[src/rtl/assert_macros.svh]
// Assertion macros for the rank tracker RTL.
// Each macro expects i_clk and i_rst_n in the scope of the user.
`ifndef ASSERT_MACROS_SVH
`define ASSERT_MACROS_SVH

// Same-cycle implication, checked out of reset.
`define MTFR_ASSERT_IMP(lbl, ante, cons, msg) \
    lbl: assert property (@(posedge i_clk) disable iff (!i_rst_n) (ante) |-> (cons)) \
        else $error(msg);

// Next-cycle implication, checked out of reset.
`define MTFR_ASSERT_NXT(lbl, ante, cons, msg) \
    lbl: assert property (@(posedge i_clk) disable iff (!i_rst_n) (ante) |=> (cons)) \
        else $error(msg);

`endif

[src/rtl/mtfr_pkg.sv]
// Shared types and constants of the move-to-front rank tracker.
// Used by mtfr_cell and move_to_front_rank_tracker; depends on nothing.
package mtfr_pkg;

    localparam int SYM_W           = 6;
    localparam int OUT_W           = 16;
    localparam int DEF_NUM_SYMBOLS = 64;
    localparam int DEF_POS_WIDTH   = 16;

    // Lookup token walking down the row of cells.
    typedef struct packed {
        logic             valid;
        logic             found;
        logic [SYM_W-1:0] sym;
    } t_tok;

    // State change applied to all cells in the same cycle.
    typedef struct packed {
        logic             app_en;
        logic             qry_en;
        logic [SYM_W-1:0] sym;
    } t_upd;

endpackage

[src/rtl/mtfr_cell.sv]
// One symbol cell: holds the symbol's position and present mark and one
// stage of the lookup token chain. Depends on mtfr_pkg.
module mtfr_cell import mtfr_pkg::*; #(
    parameter int IDX       = 0,
    parameter int POS_WIDTH = DEF_POS_WIDTH
) (
    input  logic                 i_clk,
    input  logic                 i_rst_n,
    input  t_tok                 i_tok,
    input  logic [POS_WIDTH-1:0] i_tok_pos,
    output t_tok                 o_tok,
    output logic [POS_WIDTH-1:0] o_tok_pos,
    input  t_upd                 i_upd,
    input  logic [POS_WIDTH-1:0] i_upd_pos
);

    logic [POS_WIDTH-1:0] r_pos;
    logic [POS_WIDTH-1:0] n_pos;
    logic                 r_present;
    logic                 n_present;
    t_tok                 r_tok;
    t_tok                 n_tok;
    logic [POS_WIDTH-1:0] r_tok_pos;
    logic [POS_WIDTH-1:0] n_tok_pos;
    logic                 w_tok_hit;
    logic                 w_upd_hit;

    assign w_tok_hit = (32'(i_tok.sym) == 32'(IDX));
    assign w_upd_hit = (32'(i_upd.sym) == 32'(IDX));

    always_comb begin
        n_tok     = i_tok;
        n_tok_pos = i_tok_pos;
        if (i_tok.valid && w_tok_hit) begin
            n_tok.found = r_present;
            n_tok_pos   = r_pos;
        end
    end

    always_comb begin
        n_pos     = r_pos;
        n_present = r_present;
        if (i_upd.app_en && w_upd_hit && !r_present) begin
            n_present = 1'b1;
            n_pos     = i_upd_pos;
        end
        if (i_upd.qry_en) begin
            if (w_upd_hit) begin
                n_pos = POS_WIDTH'(1);
            end else if (r_present && (r_pos < i_upd_pos)) begin
                n_pos = r_pos + POS_WIDTH'(1);
            end
        end
    end

    always_ff @(posedge i_clk) begin
        if (!i_rst_n) begin
            r_present <= 1'b0;
            r_tok     <= '0;
        end else begin
            r_present <= n_present;
            r_tok     <= n_tok;
        end
        r_pos     <= n_pos;
        r_tok_pos <= n_tok_pos;
    end

    assign o_tok     = r_tok;
    assign o_tok_pos = r_tok_pos;

endmodule

[config.mk]
export PLATFORM = sky130hd
export DESIGN_NAME = mtfr_cell
export DESIGN_NICKNAME = d
export VERILOG_FILES = /design/src/rtl/assert_macros.svh /design/src/rtl/mtfr_pkg.sv /design/src/rtl/mtfr_cell.sv
export SDC_FILE = /design/constraint.sdc
export NUM_CORES = 1
export LEC_CHECK = 0
export BUFFER_PORTS_ARGS = -buffer_cell sky130_fd_sc_hd__buf_2
export CELL_PAD_IN_SITES_DETAIL_PLACEMENT = 0
export CELL_PAD_IN_SITES_GLOBAL_PLACEMENT = 2
export CORE_MARGIN = 1.5
export CORE_UTILIZATION = 26
export CTS_BUF_LIST = sky130_fd_sc_hd__clkbuf_16
export CTS_CLUSTER_SIZE = 12
export DETAILED_ROUTE_END_ITERATION = 8
export GPL_ROUTABILITY_DRIVEN = 1
export HOLD_SLACK_MARGIN = 0.1
export PLACE_DENSITY_LB_ADDON = 0.1
export SLEW_MARGIN = 30
export SYNTH_ARGS = -nofsm -noshare
export SYNTH_HDL_FRONTEND = slang
export SYNTH_SLANG_ARGS = --single-unit
[constraint.sdc]
create_clock -name i_clk -period 2.8 [get_ports i_clk]
set_input_delay 0.84 -clock i_clk [delete_from_list [all_inputs] [get_ports i_clk]]
set_output_delay 0.84 -clock i_clk [all_outputs]
set_load 0.02 [all_outputs]
==> impl_results.rst <==
.. list-table::
   :header-rows: 1

   * - Metric
     - Value
   * - Total Routing Usage GR
     - 0.140
   * - Number of global-route vias before repair
     - 1896
   * - Leading cell type in the layout, fill and taps excluded
     - sky130_fd_sc_hd__buf_2
   * - Class of the most critical hold timing path
     - reg -> reg
   * - Number of top-level pins
     - 74
   * - Classification of the worst setup path
     - in -> reg
   * - DIE WIDTH
     - 95.5 um
   * - Post-route fraction of the period consumed by the critical path
     - 0.975
   * - Number of distinct standard cells referenced by the synthesized netlist
     - 39
   * - Post-synthesis average cell area
     - 9.23 sq um
   * - Achievable frequency
     - 366 MHz
   * - Area used by multi-input combinational logic
     - 1290 sq um
   * - Proportion of netlist area held by the largest area contributor
     - 0.369
   * - First-pass GRT wire length
     - 9.63 mm
   * - Hold WS
     - 0.522 ns
   * - Post-CTS Repair Setup Buffers
     - 0
   * - Placer congestion estimate
     - 0.716
   * - Max_slew headroom
     - 0.671
   * - Iter 0 DRT Violations
     - 47
   * - Clock tree root driver cell
     - sky130_fd_sc_hd__clkbuf_16
   * - Number of placement rows
     - 33
   * - Cell area after synthesis
     - 2220 sq um
   * - Post-synthesis instance total
     - 241
   * - DRT antenna net count
     - 0
   * - Number of buffers created by CTS
     - 5
   * - HPWL Detailed
     - 4.78 mm
   * - Power consumption
     - 0.00159 W
   * - Leading cell types in the layout, fill and taps excluded
     - 73 x sky130_fd_sc_hd__buf_2, 41 x sky130_fd_sc_hd__dfxtp_1, 30 x sky130_fd_sc_hd__buf_4, 26 x sky130_fd_sc_hd__nand2_1, 22 x sky130_fd_sc_hd__inv_1
   * - Leading cell types by total area after synthesis
     - sky130_fd_sc_hd__dfxtp_1 37%, sky130_fd_sc_hd__ha_1 9.0%, sky130_fd_sc_hd__mux2_2 6.6%
   * - Register Area
     - 821 sq um
   * - Antenna cell count
     - 0
   * - CTS Buffer Depth
     - 2
   * - Leakage
     - 1.44 nW
   * - Net count after synthesis
     - 307
   * - Fraction of layout instances using a drive strength above 1
     - 0.382
   * - Number of remaining DRC errors
     - 0
   * - Number of nets in the finished design
     - 409
   * - Cell repeated most along the worst path
     - sky130_fd_sc_hd__buf_4
   * - Largest driver fanout on the critical path
     - 6
   * - Clock Skews
     - 0.00418 ns
   * - Port-buffer cells
     - 73
   * - Required time of the critical path
     - 2.97 ns
   * - Clock transition at the registers of the reported paths
     - 0.06 ns
   * - Number of filler instances in the final layout
     - 865
   * - H-Tree Level Count
     - 2
   * - Max-slew violation total from the final report
     - 0
   * - Routed wire length per instance
     - 13.7 um
   * - Maximum vdd drop
     - 0.352 mV
   * - Pin count of the biggest net entering global routing
     - 14
   * - Sort of element at the start of the critical path
     - input port
   * - Global route total overflow
     - 0
   * - Initial antenna violation count
     - 0
   * - DIE AREA
     - 9120 sq um
   * - DRT Wirelength
     - 6.13 mm
   * - Initial core utilization
     - 0.269
   * - Y dimension of the die
     - 95.5 um
   * - Largest area contributor in the synthesized netlist
     - sky130_fd_sc_hd__dfxtp_1
   * - Number of failing setup endpoints in the final timing report
     - 0
   * - Crit path cell chain
     - buf_2 > inv_1 > ha_1 > nand4_1 > or3_4 > a2111oi_4 > nor4b_4 > buf_4 > buf_4 > a32oi_2 > o22ai_1
   * - Tightest Pin Transition
     - 0.487 ns
   * - Worst skew pair latency
     - 0.28 ns
   * - Worst path slowest cell
     - sky130_fd_sc_hd__or3_4
   * - Minimum period implied by the final worst setup slack
     - 2.73 ns
   * - TritonCTS clock tree
     - built
   * - Hold violation count in the final report
     - 0
   * - Via total after detailed routing
     - 2055
   * - Critical path endpoint category
     - register
   * - Post-route setup slack
     - 0.0711 ns
   * - Flip-flop and latch count after synthesis
     - 41
   * - Final cell utilization of the core
     - 0.373
   * - Number of max-cap violations
     - 0
   * - Syn-to-layout area delta
     - 38.5%
   * - Status
     - completed
   * - Primary FF master, synth
     - sky130_fd_sc_hd__dfxtp_1
   * - Fraction of the yosys area taken by sequential cells
     - 0.369
   * - Post-placement setup slack
     - -0.228 ns
   * - 1st-pass router iterations
     - 4
   * - Average via count per standard cell
     - 4.59
   * - CTS sink count
     - 41
   * - Number of enable flip-flop cells after synthesis
     - 0
   * - Kind of cell adding the most delay to the critical path
     - compound AO/OA/AOI/OAI gates
   * - WP buf/inv
     - 4
   * - Power density normalized to cell area
     - 517 nW/um^2
   * - Synthesis Warnings
     - 0
   * - Async set-reset flop share out of synthesis
     - 0
   * - Worst endpoint data arrival time
     - 2.90 ns
   * - Placeable Area
     - 8260 sq um
   * - Max stage delay on crit path
     - 0.38 ns
per-layer routing:
layer / part of all wire / vias up / GRT usage
li1: - / 1074 / -
met1: 0.48 / 923 / 0.183
met4: 0.0088 / 0 / 0.0392
met3: 0.047 / 4 / 0.0351
met2: 0.46 / 54 / 0.228
met5: 0 / - / 0
synthesized netlist by cell type (4+ instances only):
cell type	number
sky130_fd_sc_hd__ha_1	16
sky130_fd_sc_hd__nand2_1	26
sky130_fd_sc_hd__nor3_1	5
sky130_fd_sc_hd__mux2i_1	9
sky130_fd_sc_hd__nand3_1	9
sky130_fd_sc_hd__nor2_1	11
sky130_fd_sc_hd__mux2_1	5
sky130_fd_sc_hd__and2_1	8
sky130_fd_sc_hd__o22ai_1	13
sky130_fd_sc_hd__inv_1	22
sky130_fd_sc_hd__a32oi_1	6
sky130_fd_sc_hd__dfxtp_1	41
sky130_fd_sc_hd__mux2_2	13
sky130_fd_sc_hd__a22oi_1	5
sky130_fd_sc_hd__o21ai_0	4
sky130_fd_sc_hd__a21oi_1	6
kinds of logic after synthesis:
group,Yosys count,synth area share
fa+ha+maj,16,0.0900
buf+inv,30,0.0619
simple gates,77,0.183
compound gates,47,0.152
mux,27,0.132
xor+xnor,3,0.0118
flops,41,0.369
registers in the layout, summed over array words and instances, names as in the netlist:
name and count:
o_tok 8, o_tok_pos 16, r_pos 16, r_present 1
layout make-up:
class	count	area share
clock buffers	5	0.0406
well taps	105	0.0427
flip-flops and latches	41	0.267
repair buffers	103	0.192
multi-input cells	170	0.420
inverters	22	0.0268
clock inverters	2	0.0114
tightest hold or removal path: cells and delay by family, from the launching register on:
family / cells / cell delay, ns
AND/OR/NAND/NOR: 1 / 0.07
flip-flops: 1 / 0.35
AO/OA/AOI/OAI: 1 / 0.05
per-stage QoR:
stage	area, sq um	cells	TNS (ns)
final	3080	448	0
after CTS	3060	448	0
after global placement	2900	441	-1.49
after floorplan	2220	241	0
after global routing	3080	448	-0.00252
after detailed placement	2900	441	-2.34
final timing paths:
check | from | to | slack (ns) | depth (start not counted)
hold reg to reg | r_pos[4] | r_pos[4] | 0.52 | 2
hold / removal | r_pos[4] | r_pos[4] | 0.52 | 2
setup reg to reg | r_pos[14] | r_pos[2] | 0.37 | 9
setup / recovery | i_upd_pos[13] | r_pos[2] | 0.07 | 11
timing repair:
action | 4_1_cts | 5_1_grt
hold buffers | 0 | 0
resized for setup | 0 | 3
endpoints found under the setup margin | 0 | 4
where the power goes:
group	total (W)	internal, W	switching [W]
combinational	0.000260	0.000127	0.000133
sequential	0.000681	0.000632	0.0000485
clock	0.000651	0.000414	0.000237
Power figures use the tool's default switching activity.
